[config.mk]
export PLATFORM = sky130hd
export DESIGN_NAME = lsrd_hist
export DESIGN_NICKNAME = d
export VERILOG_FILES = /design/src/design/lsrd_pkg.sv /design/src/design/lsrd_hist.sv
export SDC_FILE = /design/constraint.sdc
export NUM_CORES = 2
export LEC_CHECK = 0
export BUFFER_PORTS_ARGS = -buffer_cell sky130_fd_sc_hd__buf_2
export CAP_MARGIN = 20
export CORE_MARGIN = 8
export CORE_UTILIZATION = 45
export DETAILED_ROUTE_END_ITERATION = 10
export PLACE_DENSITY = 0.69
export SLEW_MARGIN = 20
export SYNTH_ARGS = -nofsm -noshare
export SYNTH_HDL_FRONTEND = slang
export SYNTH_SLANG_ARGS = --single-unit
[constraint.sdc]
create_clock -name clk -period 2.3 [get_ports clk]
set_input_delay 0.23 -clock clk [delete_from_list [all_inputs] [get_ports clk]]
set_output_delay 0.23 -clock clk [all_outputs]
set_load 0.005 [all_outputs]
[src/design/lsrd_pkg.sv]
// Shared constants and types for the LRU stack reuse-distance block.
// No dependencies; every other design file uses it by scoped name.
package lsrd_pkg;

	localparam int STACK_DEPTH = 64;
	localparam int IDX_W       = $clog2(STACK_DEPTH + 1);
	localparam int ADDR_W      = 64;
	localparam int CNT_W       = 32;
	localparam int HIST_BINS   = STACK_DEPTH + 1;

	localparam logic [CNT_W-1:0] CNT_MAX   = {CNT_W{1'b1}};
	localparam logic             OP_ACCESS = 1'b0;
	localparam logic             OP_READ   = 1'b1;

	// histogram port request: one read and one write per cycle
	typedef struct packed {
		logic             rd_en;
		logic [IDX_W-1:0] rd_idx;
		logic             wr_en;
		logic [IDX_W-1:0] wr_idx;
		logic [CNT_W-1:0] wr_data;
	} hist_req_t;

endpackage

[src/design/lsrd_hist.sv]
// Histogram store: one counter per distance, registered read, valid bit per bin.
// Depends on lsrd_pkg.
module lsrd_hist (
	input  logic                       clk,
	input  logic                       arst_n,
	input  lsrd_pkg::hist_req_t        req,
	output logic [lsrd_pkg::CNT_W-1:0] rd_count
);

	logic [lsrd_pkg::CNT_W-1:0]     mem [0:lsrd_pkg::HIST_BINS-1];
	logic [lsrd_pkg::HIST_BINS-1:0] bin_vld_q;
	logic [lsrd_pkg::CNT_W-1:0]     rd_data_q;
	logic                           rd_vld_q;

	// counters themselves have no reset; a bin never written reads as zero
	always_ff @(posedge clk) begin
		if (req.wr_en) begin
			mem[req.wr_idx] <= req.wr_data;
		end
		if (req.rd_en) begin
			rd_data_q <= mem[req.rd_idx];
		end
	end

	always_ff @(posedge clk or negedge arst_n) begin
		if (!arst_n) begin
			bin_vld_q <= '0;
			rd_vld_q  <= 1'b0;
		end else begin
			if (req.wr_en) begin
				bin_vld_q[req.wr_idx] <= 1'b1;
			end
			if (req.rd_en) begin
				rd_vld_q <= bin_vld_q[req.rd_idx];
			end
		end
	end

	assign rd_count = rd_vld_q ? rd_data_q : '0;

endmodule

# After elaboration in Yosys (flattened, before gate mapping)
# Memories as Yosys holds them, arrays and structs flattened. A register that Yosys moved wholly into a read port is not among the register bits.
# Cells that the tools add are included.
# classes
muxes	7
n_lt_le_gt_ge	3
n_bitwise	1
reduce_logical	1
# op_table
op	count
$or 65x65->65	1
$mux 32	1
$lt 7x8->1 const B	2
$bmux 1 s7	1
$demux 1 s7	1
$ge 7x1->1 const B	1
$mux 1	4
$logic_and 1x1->1	1
# totals
out_inout_bits	32
regBits	66
mem_count	1
mem_bits_rw	2080
inputBits	50
# memory_table
name	words	width	rd	rd_ports_with_merged_regs	wr	line	source
mem	65	32	1	1	1	lsrd_hist.sv:10	logic [lsrd_pkg::CNT_W-1:0] mem [0:lsrd_pkg::HIST_BINS-1];

# Logic depth before layout (Yosys ltp)
# depth
word_depth	5
mapped_depth	10
mapped_depth_nobuf	5

# Worst setup path before layout
# Ideal clock, no wire load.
# synth_path
path_type	input to register
from	in req[32] in the netlist's numbering
to	mem mem[57][0] in the netlist's numbering, enable pin
path_stages	5
setup_slack_ns	-0.641
path_buffers	1
arrival_ns	2.519
path_cell_list	clkbuf_1 or3b_2 inv_1 nand2_1 nor2_1
# synth_rtl
element	line	source
start: declaration	lsrd_hist.sv:6	input lsrd_pkg::hist_req_t req,
end: declaration	lsrd_hist.sv:10	
# No word-level cell before the write port.

# Final worst setup path
# layout_path
from	reg rd_vld_q
to	out rd_count[0] in the netlist's numbering
# layout_between
elab_chain_cells	1
# layout_lines
element	line	source
start: declaration	lsrd_hist.sv:13	logic rd_vld_q;
start signal: assignment	lsrd_hist.sv:34	rd_vld_q <= bin_vld_q[req.rd_idx];
$mux 32	lsrd_hist.sv:39	assign rd_count = rd_vld_q ? rd_data_q : '0;
end: declaration	lsrd_hist.sv:7	output logic [lsrd_pkg::CNT_W-1:0] rd_count
# Every way passes these cells.

==> metrics.txt <==
# TYPE chip_impl_metric gauge
chip_impl_info{name="outcome",value="completed"} 1
chip_impl_metric{name="synth_fp_nets",unit=""} 3779
chip_impl_metric{name="crit_required",unit="ns"} 2.07
chip_impl_info{name="worstSetupEndpointType",value="output port"} 1
chip_impl_metric{name="cts.htree.levels",unit=""} 4
chip_impl_metric{name="drc",unit=""} 0
chip_impl_info{name="start_of_the_worst_register_to_register_path",value="mem[20][27]"} 1
chip_impl_metric{name="area_delta_synth_final",unit="%"} 17.0
chip_impl_metric{name="final.period_utilization",unit="%"} 96.7
chip_impl_metric{name="first_pass_iters",unit=""} 5
chip_impl_metric{name="floorplan.io_pins",unit=""} 82
chip_impl_metric{name="postLayoutSetupSlackWorst",unit="ns"} 0.0769
chip_impl_info{name="cts-root-buf",value="sky130_fd_sc_hd__clkbuf_16"} 1
chip_impl_metric{name="p_sw_share",unit="%"} 21.0
chip_impl_metric{name="cell_internal_pwr",unit="W"} 0.0636
chip_impl_info{name="end_point_of_the_worst_hold_path",value="mem[27][24]"} 1
chip_impl_metric{name="syn_inst",unit=""} 3729
chip_impl_metric{name="insertion_delay",unit="ns"} 0.84
chip_impl_info{name="chain_of_cells_forming_the_critical_path",value="buf_4 -> and2_2 -> buf_2"} 1
chip_impl_metric{name="antenna_found_initial",unit=""} 12
chip_impl_info{name="criticalPathCategory",value="reg2out"} 1
chip_impl_metric{name="placement.io_buffers",unit=""} 81
chip_impl_metric{name="fin_util",unit="%"} 52.8
chip_impl_metric{name="drive_above_1_share",unit="%"} 32.9
chip_impl_metric{name="post-route-min-period",unit="ns"} 2.22
chip_impl_info{name="synthTopCellsByCount",value="sky130_fd_sc_hd__edfxtp_1, sky130_fd_sc_hd__mux4_2, sky130_fd_sc_hd__mux2i_1"} 1
chip_impl_metric{name="post_cts.repair.setup_buffers",unit=""} 0
chip_impl_metric{name="postSynth.asyncResetShare",unit="%"} 3.03
chip_impl_metric{name="cap_viol_max_count",unit=""} 0
chip_impl_metric{name="vias_in_the_first_global_route",unit=""} 41887
chip_impl_metric{name="overflow",unit=""} 0
chip_impl_metric{name="setup-violations-final",unit=""} 0
chip_impl_metric{name="critical_path_arrival",unit="ns"} 1.99
chip_impl_metric{name="place_worst_setup_slack",unit="ns"} -0.863
chip_impl_metric{name="delay_contributed_by_the_slowest_stage_of_the_critical_path",unit="ns"} 0.49
chip_impl_info{name="netlist_top_cells_area",value="sky130_fd_sc_hd__edfxtp_1, sky130_fd_sc_hd__mux4_2, sky130_fd_sc_hd__mux2i_1, sky130_fd_sc_hd__dfrtp_1, sky130_fd_sc_hd__nor2_1"} 1
chip_impl_metric{name="placed_cell_area",unit="sq um"} 91300
chip_impl_metric{name="horiz_die_dim",unit="um"} 447
chip_impl_metric{name="pin_count_of_the_biggest_net_entering_global_routing",unit=""} 67
chip_impl_metric{name="whs",unit="ns"} 0.0503
chip_impl_metric{name="pwr-share-comb",unit="%"} 5.6
chip_impl_metric{name="static-leakage-power",unit="nW"} 31.7
chip_impl_metric{name="routed_wirelength",unit="um"} 216000
chip_impl_metric{name="clock.fmax",unit="MHz"} 450
chip_impl_metric{name="ys_types",unit=""} 46
chip_impl_metric{name="synth_enable_flop_cells",unit=""} 2112
chip_impl_metric{name="synth_sequential_area_ratio",unit="%"} 77.9
chip_impl_metric{name="finalHoldViolations",unit=""} 0
chip_impl_info{name="tritoncts_clock_tree",value="built"} 1
chip_impl_metric{name="clock-skew-final",unit="ns"} 0.0249
chip_impl_metric{name="core_area",unit="sq um"} 185000
chip_impl_metric{name="min_path_cells",unit=""} 2
chip_impl_metric{name="worst-r2r-setup-slack",unit="ns"} 0.16
chip_impl_info{name="startpoint_type",value="flop"} 1
chip_impl_metric{name="die_area",unit="sq um"} 200000
chip_impl_metric{name="clock_sink_count",unit=""} 2178
chip_impl_metric{name="finalMaxSlewViolations",unit=""} 0
chip_impl_metric{name="p_clk_share",unit="%"} 39.7
chip_impl_metric{name="yosys.area.top_type_share",unit="%"} 75.9
chip_impl_metric{name="power_frac_seq",unit="%"} 54.7
chip_impl_metric{name="worst_setup_hold_path_clk_slew",unit="ns"} 0.06
chip_impl_info{name="worstHoldStart",value="req[24]"} 1
chip_impl_info{name="critical-path-slowest-cell",value="sky130_fd_sc_hd__dfrtp_1"} 1
chip_impl_info{name="hold_class",value="in2reg"} 1
chip_impl_metric{name="netlist_area",unit="sq um"} 83500
chip_impl_metric{name="tightest_slew",unit="ns"} 1.02
chip_impl_metric{name="rows",unit=""} 158
chip_impl_info{name="setup_repair_after_global_routing_missed_its_margin",value="false"} 1
chip_impl_metric{name="reg2reg_depth",unit=""} 6
chip_impl_metric{name="num-nets-final",unit=""} 4293
chip_impl_metric{name="die_height",unit="um"} 447
chip_impl_metric{name="grt_first_pass_wirelength",unit="um"} 308000
chip_impl_metric{name="via_per_inst",unit=""} 6.02
chip_impl_metric{name="critPathMaxFanout",unit=""} 17
chip_impl_metric{name="fillers",unit=""} 13923
chip_impl_info{name="yosys_most_used_dff",value="sky130_fd_sc_hd__edfxtp_1"} 1
chip_impl_metric{name="final_antenna_net_count",unit=""} 0
chip_impl_metric{name="aggregate_global_route_resource_usage",unit="%"} 21.4
chip_impl_metric{name="switching_power",unit="W"} 0.0169
chip_impl_metric{name="postLayoutCellArea",unit="sq um"} 97700
chip_impl_metric{name="irDropWorstVdd",unit="uV"} 803
chip_impl_info{name="synth_top_area_cell",value="sky130_fd_sc_hd__edfxtp_1"} 1
chip_impl_metric{name="cts_buffers",unit=""} 197
chip_impl_info{name="timing.rr.end",value="rd_data_q[27]"} 1
chip_impl_metric{name="max-slew-margin-rel",unit="%"} 32.3
chip_impl_metric{name="routed_wire_length_per_instance",unit="um"} 31.3
chip_impl_info{name="post-synth-top-count-cell",value="sky130_fd_sc_hd__edfxtp_1"} 1
chip_impl_metric{name="ys_warn_count",unit=""} 0
chip_impl_metric{name="dr_total_vias",unit=""} 41493
chip_impl_metric{name="drtIter0Drc",unit=""} 5044
chip_impl_metric{name="syn_avg_cell_area",unit="sq um"} 22.4
chip_impl_metric{name="clk_path_buf_depth",unit=""} 3
chip_impl_metric{name="synth_register_bits",unit=""} 2178
chip_impl_metric{name="gp_routability_congestion",unit=""} 0.823
chip_impl_metric{name="cellPowerDensity",unit="nW/um^2"} 824
chip_impl_metric{name="place.detailed.hpwl",unit="um"} 126000
chip_impl_metric{name="floorplan.initialDensity",unit="%"} 45.1
metrics by stage:
stage,TNS [ns],total power (W),cells
global placement,-11.80,0.0493,6505
CTS,0,0.0809,6878
global route,0,0.0826,6894
finish,0,0.0805,6895
floorplan,-93.85,0.0471,3729
detailed placement,-11.56,0.0494,6506
registers in the layout, summed over array words and instances (netlist names):
name,cells
mem,2080
bin_vld_q,65
rd_data_q,32
rd_vld_q,1
worst max-delay path by stage:
stage / start / end / slack (ns) / cells past startpoint
final: rd_vld_q / rd_count[0] / 0.08 / 3
after global routing: mem[23][31] / rd_data_q[31] / 0.06 / 6
after CTS: rd_vld_q / rd_count[0] / 0.02 / 3
after detailed placement: req[43] / rd_data_q[10] / -0.86 / 8
after global placement: req[43] / rd_data_q[10] / -0.88 / 8
after floorplan: req[32] / mem[17][0] / -0.47 / 3
kinds of logic (layout without fill, tap and decap cells):
kind of cell	Yosys count	count (layout)	synth area share [%]
AOI/OAI and AO/OA	212	212	1.61
buffers and inverters	201	871	1.23
DFF	2178	2178	77.9
muxes	737	737	16.9
other	0	16	0
and+or+nand+nor	401	401	2.37
area by class of cell:
| type | instances | area (sq um) | area share (%) |
|---|---|---|---|
| clock inverters | 91 | 833 | 0.853 |
| flip-flops and latches | 2178 | 65100 | 66.6 |
| well taps | 2480 | 3100 | 3.18 |
| diodes | 16 | 40.0 | 0.0410 |
| multi-input cells | 1350 | 18000 | 18.4 |
| inverters | 5 | 26.3 | 0.0269 |
| clock buffers | 264 | 5370 | 5.49 |
| repair buffers | 511 | 5290 | 5.42 |
power groups by stage:
stage	registers, W	clock network [W]	logic [W]
6_report	0.0440	0.0319	0.00455
5_1_grt	0.0440	0.0337	0.00481
4_1_cts	0.0440	0.0323	0.00456
3_5_place_dp	0.0449	0	0.00452
3_3_place_gp	0.0449	0	0.00444
2_1_floorplan	0.0448	0	0.00234
per-layer routing:
layer	GRT usage, %	up-vias	wire (um)
met2	35.5	2201	106000
li1	-	16701	-
met1	28.7	22238	82200
met3	3.73	353	19200
met5	0	-	0
met4	8.07	0	8580
cell usage in the layout (no fill, tap or decap), types with 24 or more instances in the layout:
cell type	n
sky130_fd_sc_hd__nand3_1	24
sky130_fd_sc_hd__clkinv_2	26
sky130_fd_sc_hd__buf_12	126
sky130_fd_sc_hd__mux4_2	538
sky130_fd_sc_hd__or2_2	66
sky130_fd_sc_hd__clkinv_1	35
sky130_fd_sc_hd__nor2_1	83
sky130_fd_sc_hd__clkbuf_1	54
sky130_fd_sc_hd__nor2_4	65
sky130_fd_sc_hd__o22ai_1	56
sky130_fd_sc_hd__edfxtp_1	2112
sky130_fd_sc_hd__mux2i_1	192
sky130_fd_sc_hd__clkbuf_16	202
sky130_fd_sc_hd__buf_4	290
sky130_fd_sc_hd__nand2_1	59
sky130_fd_sc_hd__a21oi_1	47
sky130_fd_sc_hd__nor2b_1	24
sky130_fd_sc_hd__and2_1	34
sky130_fd_sc_hd__buf_2	74
sky130_fd_sc_hd__o21ai_0	49
sky130_fd_sc_hd__dfrtp_1	66
sky130_fd_sc_hd__a221oi_1	26
worst max-delay path: cells and delay by family, from the launching register on:
family / cells / cell delay, ns
AND/OR/NAND/NOR: 1 / 0.25
flip-flops: 1 / 0.49
buffers and inverters: 2 / 0.41
repair_timing:
action | in CTS | in global routing
hold endpoints to repair | 450 | 23
hold buffers | 17 | 1
endpoints found under the setup margin | 3 | 1
cloned | 0 | 0
resized for setup | 3 | 1
Note: power is estimated with default switching activity, not from simulation.
