<file path="config.mk">
export PLATFORM = sky130hd
export DESIGN_NAME = lsrd_cell
export DESIGN_NICKNAME = d
export VERILOG_FILES = /design/src/design/lsrd_pkg.sv /design/src/design/lsrd_cell.sv
export SDC_FILE = /design/constraint.sdc
export NUM_CORES = 1
export LEC_CHECK = 0
export ABC_CLOCK_PERIOD_IN_PS = 1300
export BUFFER_PORTS_ARGS = -buffer_cell sky130_fd_sc_hd__buf_2
export CAP_MARGIN = 15
export CORE_ASPECT_RATIO = 1.4
export CORE_MARGIN = 2
export CORE_UTILIZATION = 25
export CTS_CLUSTER_DIAMETER = 60
export DETAILED_ROUTE_END_ITERATION = 6
export PLACE_DENSITY_LB_ADDON = 0.08
export REMOVE_ABC_BUFFERS = 1
export SYNTH_ARGS = -nofsm -noshare
export SYNTH_HDL_FRONTEND = slang
export SYNTH_SLANG_ARGS = --single-unit
</file>
<file path="constraint.sdc">
create_clock -name clk -period 1.3 [get_ports clk]
set_input_delay 0.26 -clock clk [delete_from_list [all_inputs] [get_ports clk]]
set_output_delay 0.26 -clock clk [all_outputs]
set_load 0.01 [all_outputs]
</file>
<file path="src/design/lsrd_pkg.sv">
// Shared constants and types for the LRU stack reuse-distance block.
// No dependencies; every other design file uses it by scoped name.
package lsrd_pkg;

	localparam int STACK_DEPTH = 64;
	localparam int IDX_W       = $clog2(STACK_DEPTH + 1);
	localparam int ADDR_W      = 64;
	localparam int CNT_W       = 32;
	localparam int HIST_BINS   = STACK_DEPTH + 1;

	localparam logic [CNT_W-1:0] CNT_MAX   = {CNT_W{1'b1}};
	localparam logic             OP_ACCESS = 1'b0;
	localparam logic             OP_READ   = 1'b1;

	// histogram port request: one read and one write per cycle
	typedef struct packed {
		logic             rd_en;
		logic [IDX_W-1:0] rd_idx;
		logic             wr_en;
		logic [IDX_W-1:0] wr_idx;
		logic [CNT_W-1:0] wr_data;
	} hist_req_t;

endpackage

</file>
<file path="src/design/lsrd_cell.sv">
// One LRU stack cell: holds an address, compares it, shifts from its neighbor.
// Depends on lsrd_pkg.
module lsrd_cell (
	input  logic                      clk,
	input  logic [lsrd_pkg::ADDR_W-1:0] cmp_addr,
	input  logic                      active,
	input  logic                      shift_en,
	input  logic [lsrd_pkg::ADDR_W-1:0] prev_entry,
	output logic [lsrd_pkg::ADDR_W-1:0] entry,
	output logic                      match
);

	logic [lsrd_pkg::ADDR_W-1:0] entry_q;

	always_ff @(posedge clk) begin
		if (shift_en) begin
			entry_q <= prev_entry;
		end
	end

	assign entry = entry_q;
	assign match = active && (entry_q == cmp_addr);

endmodule

</file>
### Word level (Yosys, flattened, before mapping)

Index checks and enable logic that the tools add are counted.

* bits in registers: 64
* latch bits: 0
* RAM bits: 0
* bits in read-only memories: 0
* bits of input ports: 131
* output and inout port bits: 65
* word-level logic and storage cells: 3
* memories kept: 0

* add/sub/neg operators: 0
* multiply operators: 0
* divide/modulo/power cells: 0
* magnitude comparators: 0
* equality and inequality tests: 1
* shift-type cells: 0
* mux-type cells: 0
* bitwise logic cells: 0
* reduce and logical (&&, ||, !) cells: 1

Operators with widths (number)
* equality test 64 bit: 1
* logical AND 1 bit: 1

### Logic depth before layout (Yosys ltp)

Gate-level depths: netlist of the first run.

* word-level depth: 2
* depth in mapped cells: 5
* mapped depth without buffers: 5

### Least setup slack after synthesis of the first run

Ideal clock, no wire load.

* path kind: flip-flop to output port
* from: register entry_q, in the netlist entry[11]
* to: output port match
* arrival: 1.349 ns
* required time: 1.040 ns
* setup slack: -0.309 ns
* cell stages (with the launch flop): 5
* buffers on the path: 0
* cells stage by stage: edfxtp_1 xor2_1 nor4_1 nand4_1 nor4_2

* cells in the longest elaborated chain, start to end: 2

RTL lines
* start, declared: RTL line lsrd_cell.sv:13 `logic [lsrd_pkg::ADDR_W-1:0] entry_q;`
* start signal, assigned: RTL line lsrd_cell.sv:17 `entry_q <= prev_entry;`
* equality test 64 bit: RTL line lsrd_cell.sv:22 `assign match = active && (entry_q == cmp_addr);`
* logical AND 1 bit: RTL line lsrd_cell.sv:22
* end, declared: RTL line lsrd_cell.sv:10 `output logic match`

No other way between the ends.

### Worst setup path after layout of the first run

* from: register entry_q, in the netlist entry[13]
* to: output port match

Same word-level chain as after synthesis.

==> impl_metrics.json, run 1 <==
{
  "largest_register_ffs": 64,
  "first_global_vias": 2479,
  "synth_top_family_by_area": "XOR/XNOR gates",
  "end_kind": "output port",
  "clock-root-buffer": "clkbuf_16",
  "fillers": 1071,
  "fmax_mhz": 443,
  "syn_avg_cell_area_um2": 16.3,
  "dp.cells": 515,
  "required_ns": 1.04,
  "cts_tree": "yes",
  "clock_sinks": 64,
  "layout_commonest_cell": "buf_2",
  "grt-ovfl-total": 0,
  "wirelength_mm": 7.82,
  "synthMuxAreaShare_pct": 0,
  "path_clk_slew_ns": 0.05,
  "cts_max_path_buffers": 2,
  "grt_setup_unrepaired": "true",
  "yosys.area_share.simple_pct": 5.04,
  "synth_xor_xnor_area_share_pct": 16.5,
  "grt_max_degree": 36,
  "max_slew_margin_pct": 79.3,
  "finalWorstSetupSlack_ns": -0.959,
  "drt_iter0_drc": 65,
  "place.gp.congestion": 0.742,
  "numCtsBuffers": 9,
  "synth_top_area_share_pct": 72.4,
  "worst-endpoint-arrival_ns": 2.00,
  "synth-adder-area-share_pct": 0,
  "drv_slew": 0,
  "core_um2": 10300,
  "synth_seq_cells": 64,
  "period_share_pct": 174,
  "placed_cell_area_um2": 3970,
  "htree_num_levels": 3,
  "cellPowerDensity_nw_per_um2": 1280,
  "hold_viol_final": 0,
  "vias_per_cell": 4.14,
  "synthCells": 163,
  "min_period_ns": 2.26,
  "fin_area_um2": 4280,
  "grt_pass1_wl_mm": 12.0,
  "wl_per_cell_um": 14.7,
  "tightestPinTransition_ns": 0.311,
  "post-route-util_pct": 41.4,
  "vias": 2204,
  "drive_above_1_share_pct": 58.8,
  "crit_start": "entry[13]",
  "yosys.area.top_type": "edfxtp_1",
  "dp_worst_setup_slack_ns": -0.730,
  "peakVddDrop_mv": 0.647,
  "final_net_count": 519,
  "seq_area_frac_synth_pct": 72.4,
  "die_area_um2": 11500,
  "layout_common_cells": "buf_2, edfxtp_1, xnor2_1, xor2_1, buf_4",
  "syn2layout_area_growth_pct": 61.3,
  "setup_viol": 1,
  "fp-row-count": 44,
  "dr.pass1.iters": 5,
  "drc": 0,
  "io_pins": 196,
  "violations": "setup timing",
  "layoutNonFillerInstCount": 532,
  "drv_cap": 0,
  "io_buffers": 195,
  "cp-start-kind": "register",
  "synthTopCellsByArea": "edfxtp_1, xnor2_1, xor2_1, nand4_1, inv_1",
  "die_w_um": 91.1,
  "total_power_mw": 5.46,
  "power.leakage_nw": 1.89,
  "yosysWarnings": 0,
  "track_usage_pct": 13.8,
  "die_y_um": 126,
  "antenna_found_initial": 2,
  "yosys.cell_types.count": 16,
  "crit_type": "register to output port",
  "drtAntennaViolNets": 0,
  "hold_start": "prev_entry[29]",
  "start_util_pct": 25.6,
  "status": "complete, but fails checks",
  "synth_area_um2": 2650,
  "synth_compound_area_share_pct": 4.05,
  "hold_class": "input port to register",
  "dp_hpwl_mm": 6.39,
  "crit_fanout": 2
}
[routing by layer]
metal / GRT usage [%] / vias to the layer above / share of wire (%)
met5: 0 / - / 0.15
met4: 6.24 / 2 / 2.1
met3: 6.52 / 14 / 12
met2: 24.4 / 133 / 51
met1: 13.6 / 984 / 35
li1: - / 1071 / -
[synth_stat cells]
cell,n
xor2_1,22
nand4_1,9
inv_1,14
nand3_1,2
o21ai_0,1
o22ai_1,5
nor4_1,8
edfxtp_1,64
a222oi_1,1
a22o_1,1
a221oi_1,3
a2bb2oi_1,1
nor4_2,1
o2bb2ai_1,2
xnor2_1,28
nor3_1,1
[path summary, 6_finish.rpt]
check / cells past startpoint / slack, ns / endpoint
max: 6 / -0.96 / match
min: 1 / 0.11 / entry[29]
[final cells by class]
| class | count | area [um2] | area share [%] |
|---|---|---|---|
| Sequential cell | 64 | 1920 | 44.9 |
| Timing Repair Buffer | 214 | 1170 | 27.3 |
| Multi-Input combinational cell | 85 | 703 | 16.4 |
| Clock buffer | 12 | 236 | 5.52 |
| Tap cell | 138 | 173 | 4.03 |
| Inverter | 14 | 52.6 | 1.23 |
| Clock inverter | 4 | 21.3 | 0.497 |
| Antenna cell | 1 | 2.50 | 0.0585 |
[power breakdown]
part           switching, mW  internal, mW  total [mW]
clock                  0.804          1.28        2.08
combinational          0.374         0.444       0.817
sequential            0.0982          2.46        2.56
[critical path, cell delays in order, from the launching register on]
cell and delay (ns):
edfxtp_1 0.39, xor2_1 0.16, nor4_2 0.32, buf_4 0.16, nand4_1 0.11, nor4_2 0.34, buf_2 0.19
[cells by family (layout without fill, tap and decap cells)]
| family | count (synthesis) | count (layout) |
|---|---|---|
| DFF | 64 | 64 |
| xor gates and xnor gates | 50 | 50 |
| and+or+nand+nor | 21 | 21 |
| AOI/OAI and AO/OA | 14 | 14 |
| buffers and inverters | 14 | 244 |
| other | 0 | 1 |
[stage by stage]
stage	TNS, ns	hold slack, ns
3_3_place_gp	-0.707	0.437
2_1_floorplan	-0.309	0.359
6_report	-0.959	0.110
3_5_place_dp	-0.730	0.438
4_1_cts	-1.03	0.0894
5_1_grt	-1.11	0.0906
[what timing repair did]
item,in CTS,in global routing
buffers inserted,0,1
hold buffers,0,0
resized for setup,3,8
pin swaps,0,2
endpoints found under the setup margin,1,5
Note: power is estimated with default switching activity, not from simulation.
==> inputs of run 2 (changes only) <==
REMOVE_ABC_BUFFERS = default   (was 1)
==> impl_metrics.json, run 2 (synthesis results as in run 1) <==
{
  "worst-endpoint-arrival_ns": 2.01,
  "crit_fanout": 2,
  "p_sw_mw": 1.25,
  "io_pins": 196,
  "max_stage_delay_ns": 0.39,
  "required_ns": 1.04,
  "antenna_found_initial": 2,
  "die_w_um": 91.1,
  "fp-row-count": 44,
  "status": "complete, but fails checks",
  "largest_register_ffs": 64,
  "hold_class": "input port to register",
  "first_global_vias": 2499,
  "vias_per_cell": 4.16,
  "min_period_ns": 2.27,
  "syn_nets": 294,
  "layout_common_cells": "buf_2, edfxtp_1, xnor2_1, xor2_1, buf_4",
  "dr.pass1.iters": 5,
  "start_util_pct": 25.6,
  "wl_per_cell_um": 14.7,
  "layout_commonest_cell": "buf_2",
  "drc": 0,
  "place.gp.congestion": 0.743,
  "max_slew_margin_pct": 80.0,
  "dp_hpwl_mm": 6.28,
  "cpMostUsedCell": "nor4_2",
  "track_usage_pct": 13.8,
  "period_share_pct": 175,
  "fmax_mhz": 440,
  "core_um2": 10300,
  "tightestPinTransition_ns": 0.297,
  "cp_cell_sequence": "xor2_1 > nor4_2 > buf_4 > nand4_1 > nor4_2 > buf_2",
  "clock_power_share_pct": 37.6,
  "cellPowerDensity_nw_per_um2": 1270,
  "drv_cap": 0,
  "fin_area_um2": 4270,
  "htree_num_levels": 3,
  "grt_pass1_wl_mm": 11.9,
  "final_net_count": 519,
  "cp-start-kind": "register",
  "finalWorstSetupSlack_ns": -0.972,
  "vias": 2205,
  "die_area_um2": 11500,
  "placed_cell_area_um2": 3970,
  "drtAntennaViolNets": 0,
  "tns_ns": -0.972,
  "holdWs_ns": 0.110,
  "intPower_mw": 4.17,
  "cts_hold_buf": 0,
  "drt_iter0_drc": 37,
  "drive_above_1_share_pct": 58.6,
  "grt-ovfl-total": 0,
  "grt_setup_unrepaired": "true",
  "pwr-share-seq_pct": 47.3,
  "end_kind": "output port",
  "cts_max_path_buffers": 2,
  "setup_viol": 1,
  "pwr-share-comb_pct": 15.1,
  "clock_sinks": 64,
  "cts_tree": "yes",
  "syn2layout_area_growth_pct": 60.9,
  "dp_worst_setup_slack_ns": -0.740,
  "die_y_um": 126,
  "critPathSlowestCell": "edfxtp_1",
  "numCtsBuffers": 9,
  "drv_slew": 0,
  "switching_share_pct": 23.0,
  "post-route-util_pct": 41.3,
  "wirelength_mm": 7.78,
  "io_buffers": 195,
  "violations": "setup timing",
  "grt_max_degree": 36,
  "path_clk_slew_ns": 0.05,
  "hold_viol_final": 0,
  "peakVddDrop_mv": 0.706,
  "clock-root-buffer": "clkbuf_16",
  "crit_type": "register to output port",
  "power.leakage_nw": 1.89
}
==> run 2: cell types whose count changed in the layout (fill, tap and decap cells not counted) <==
cell / change
buf_4: +1
buf_2: -1
clkinvlp_4: -1
clkinv_2: -1
==> run 2: path summary, 6_finish.rpt <==
kind | end | cells past startpoint | startpoint | slack (ns)
hold / removal | entry[42] | 1 | prev_entry[42] | 0.11
setup / recovery | match | 6 | entry[13] | -0.97
==> run 2: power groups by stage <==
stage	sequential, mW	combinational [mW]	clock [mW]
3_3_place_gp	2.60	0.802	0
4_1_cts	2.57	0.818	2.12
5_1_grt	2.59	0.901	2.19
3_5_place_dp	2.61	0.808	0
6_report	2.56	0.818	2.03
2_1_floorplan	2.68	0.204	0
==> run 2: through the flow <==
step                std cells  power, mW
floorplan                 163       2.89
global placement          515       3.40
detailed placement        515       3.41
CTS                       529       5.50
global route              529       5.68
finish                    530       5.41
==> run 2: area by class of cell <==
type / count / area (um2)
Fill cell: 1071 / 6080
Sequential cell: 64 / 1920
Timing Repair Buffer: 214 / 1170
Multi-Input combinational cell: 85 / 703
Clock buffer: 12 / 236
Tap cell: 138 / 173
Inverter: 14 / 52.6
Clock inverter: 2 / 8.76
Antenna cell: 1 / 2.50
==> run 2: timing repair <==
action,CTS,global route
resized for setup,3,8
setup buffers,0,1
endpoints found under the setup margin,1,6
pin swaps,0,2
==> run 2: metal layers <==
metal | wire [um] | GRT usage (%) | up-vias | part of all wire (%)
met5 | 12 | 0 | - | 0.15
met1 | 2660 | 13.3 | 986 | 34
met4 | 169 | 6.15 | 2 | 2.2
met3 | 961 | 7.12 | 13 | 12
met2 | 3970 | 24.3 | 135 | 51
li1 | - | - | 1069 | -
==> run 2: worst max-delay path, delay by kind of cell, from the launching register on <==
kind	cells	cell delay, ns
buf+inv	2	0.35
flops	1	0.39
xor+xnor	1	0.16
simple gates	3	0.79
==> inputs of run 3 (changes only) <==
BUFFER_PORTS_ARGS = default   (was -buffer_cell sky130_fd_sc_hd__buf_2)
CTS_CLUSTER_DIAMETER = default   (was 60)
DONT_BUFFER_PORTS = 1   (was default)
==> impl_metrics.json, run 3 (synthesis results as in run 1) <==
{
  "cts_hold_buf": 0,
  "drive_above_1_share_pct": 34.1,
  "die_y_um": 126,
  "layoutNonFillerInstCount": 391,
  "fp-row-count": 44,
  "grt-ovfl-total": 0,
  "end_kind": "output port",
  "final_net_count": 379,
  "drtAntennaViolNets": 0,
  "power.leakage_nw": 1.37,
  "io_buffers": 0,
  "wirelength_mm": 7.28,
  "clock-root-buffer": "clkbuf_16",
  "fin_area_um2": 3640,
  "crit_type": "register to output port",
  "start_util_pct": 25.6,
  "drc": 0,
  "die_w_um": 91.1,
  "cts_max_path_buffers": 2,
  "placed_cell_area_um2": 3370,
  "htree_num_levels": 3,
  "hold_viol_final": 0,
  "min_period_ns": 2.15,
  "violations": "setup timing",
  "grt_pass1_wl_mm": 10.7,
  "syn_nets": 294,
  "die_area_um2": 11500,
  "dr.pass1.iters": 4,
  "cp-start-kind": "register",
  "tightestPinTransition_ns": 0.314,
  "clock_sinks": 64,
  "grt_max_degree": 65,
  "vias": 1710,
  "cp_cell_sequence": "xor2_1 > nor4_1 > buf_4 > nand4_1 > nor4_2 > buf_4",
  "worst-endpoint-arrival_ns": 1.89,
  "required_ns": 1.04,
  "cpMostUsedCell": "buf_4",
  "critPathSlowestCell": "edfxtp_1",
  "path_clk_slew_ns": 0.05,
  "dp.cells": 374,
  "hold_class": "input port to register",
  "dp_hpwl_mm": 6.01,
  "core_um2": 10300,
  "place.gp.congestion": 0.699,
  "drv_slew": 0,
  "track_usage_pct": 12.7,
  "numCtsBuffers": 9,
  "total_power_mw": 5.20,
  "setup_viol": 1,
  "grt_setup_unrepaired": "true",
  "period_share_pct": 166,
  "cpLargestDelayFamily": "simple AND/OR/NAND/NOR gates",
  "vias_per_cell": 4.37,
  "syn2layout_area_growth_pct": 37.3,
  "antenna_found_initial": 2,
  "status": "complete, but fails checks",
  "finalWorstSetupSlack_ns": -0.852,
  "max_slew_margin_pct": 78.9,
  "layout_commonest_cell": "buf_4",
  "max_stage_delay_ns": 0.40,
  "fmax_mhz": 465,
  "crit_buf_inv": 2,
  "cellPowerDensity_nw_per_um2": 1430,
  "cts_tree": "yes",
  "drt_iter0_drc": 55,
  "crit_fanout": 2,
  "largest_register_ffs": 64,
  "dp_worst_setup_slack_ns": -0.613,
  "peakVddDrop_mv": 0.704,
  "io_pins": 196,
  "wl_per_cell_um": 18.6,
  "drv_cap": 0,
  "layout_common_cells": "buf_4, edfxtp_1, xnor2_1, xor2_1, inv_1",
  "first_global_vias": 1901
}
==> run 3: cell types whose count changed in the layout (fill, tap and decap cells not counted), sizes merged <==
| cell | change |
|---|---|
| clkbuf | +2 |
| buf | -140 |
| clkinv | -1 |
==> run 3: path summary, 6_finish.rpt <==
path	start	end	cells past startpoint
worst min-delay path	prev_entry[38]	entry[38]	0
worst max-delay path	entry[26]	match	6
==> run 3: through the flow <==
stage	utilization, %	setup TNS [ns]	hold slack (ns)
after floorplan	-	-0.309	0.359
after global placement	32.6	-0.601	0.359
after detailed placement	32.6	-0.613	0.359
after CTS	35.1	-0.954	0.0165
after global routing	35.2	-1.01	0.0111
final	35.2	-0.852	0.0334
==> run 3: power breakdown <==
group          switching [mW]  total (mW)  internal, mW  leakage (nW)
clock network           0.748        2.02          1.27         0.121
logic                   0.253       0.596         0.342         0.622
registers               0.112        2.58          2.47         0.626
total                    1.11        5.20          4.09          1.37
==> run 3: layout make-up <==
class / count / area [um2]
inverter: 14 / 52.6
antenna: 1 / 2.50
timing repair buffer: 74 / 559
clock inverter: 1 / 5.00
tap: 138 / 173
multi-input combinational: 85 / 686
fill: 1066 / 6710
sequential: 64 / 1920
clock buffer: 14 / 244
==> run 3: what timing repair did <==
item	in CTS	in global routing
cloned	0	0
setup endpoints to repair	1	2
gates resized for setup	0	2
pin swaps	2	2
setup buffers	1	1
==> run 3: layer usage <==
metal,track usage [%],up-vias,wire [um]
met5,0,-,13
met4,5.35,2,104
met3,6.88,10,857
met2,22.9,125,3880
met1,11.8,784,2430
li1,-,789,-
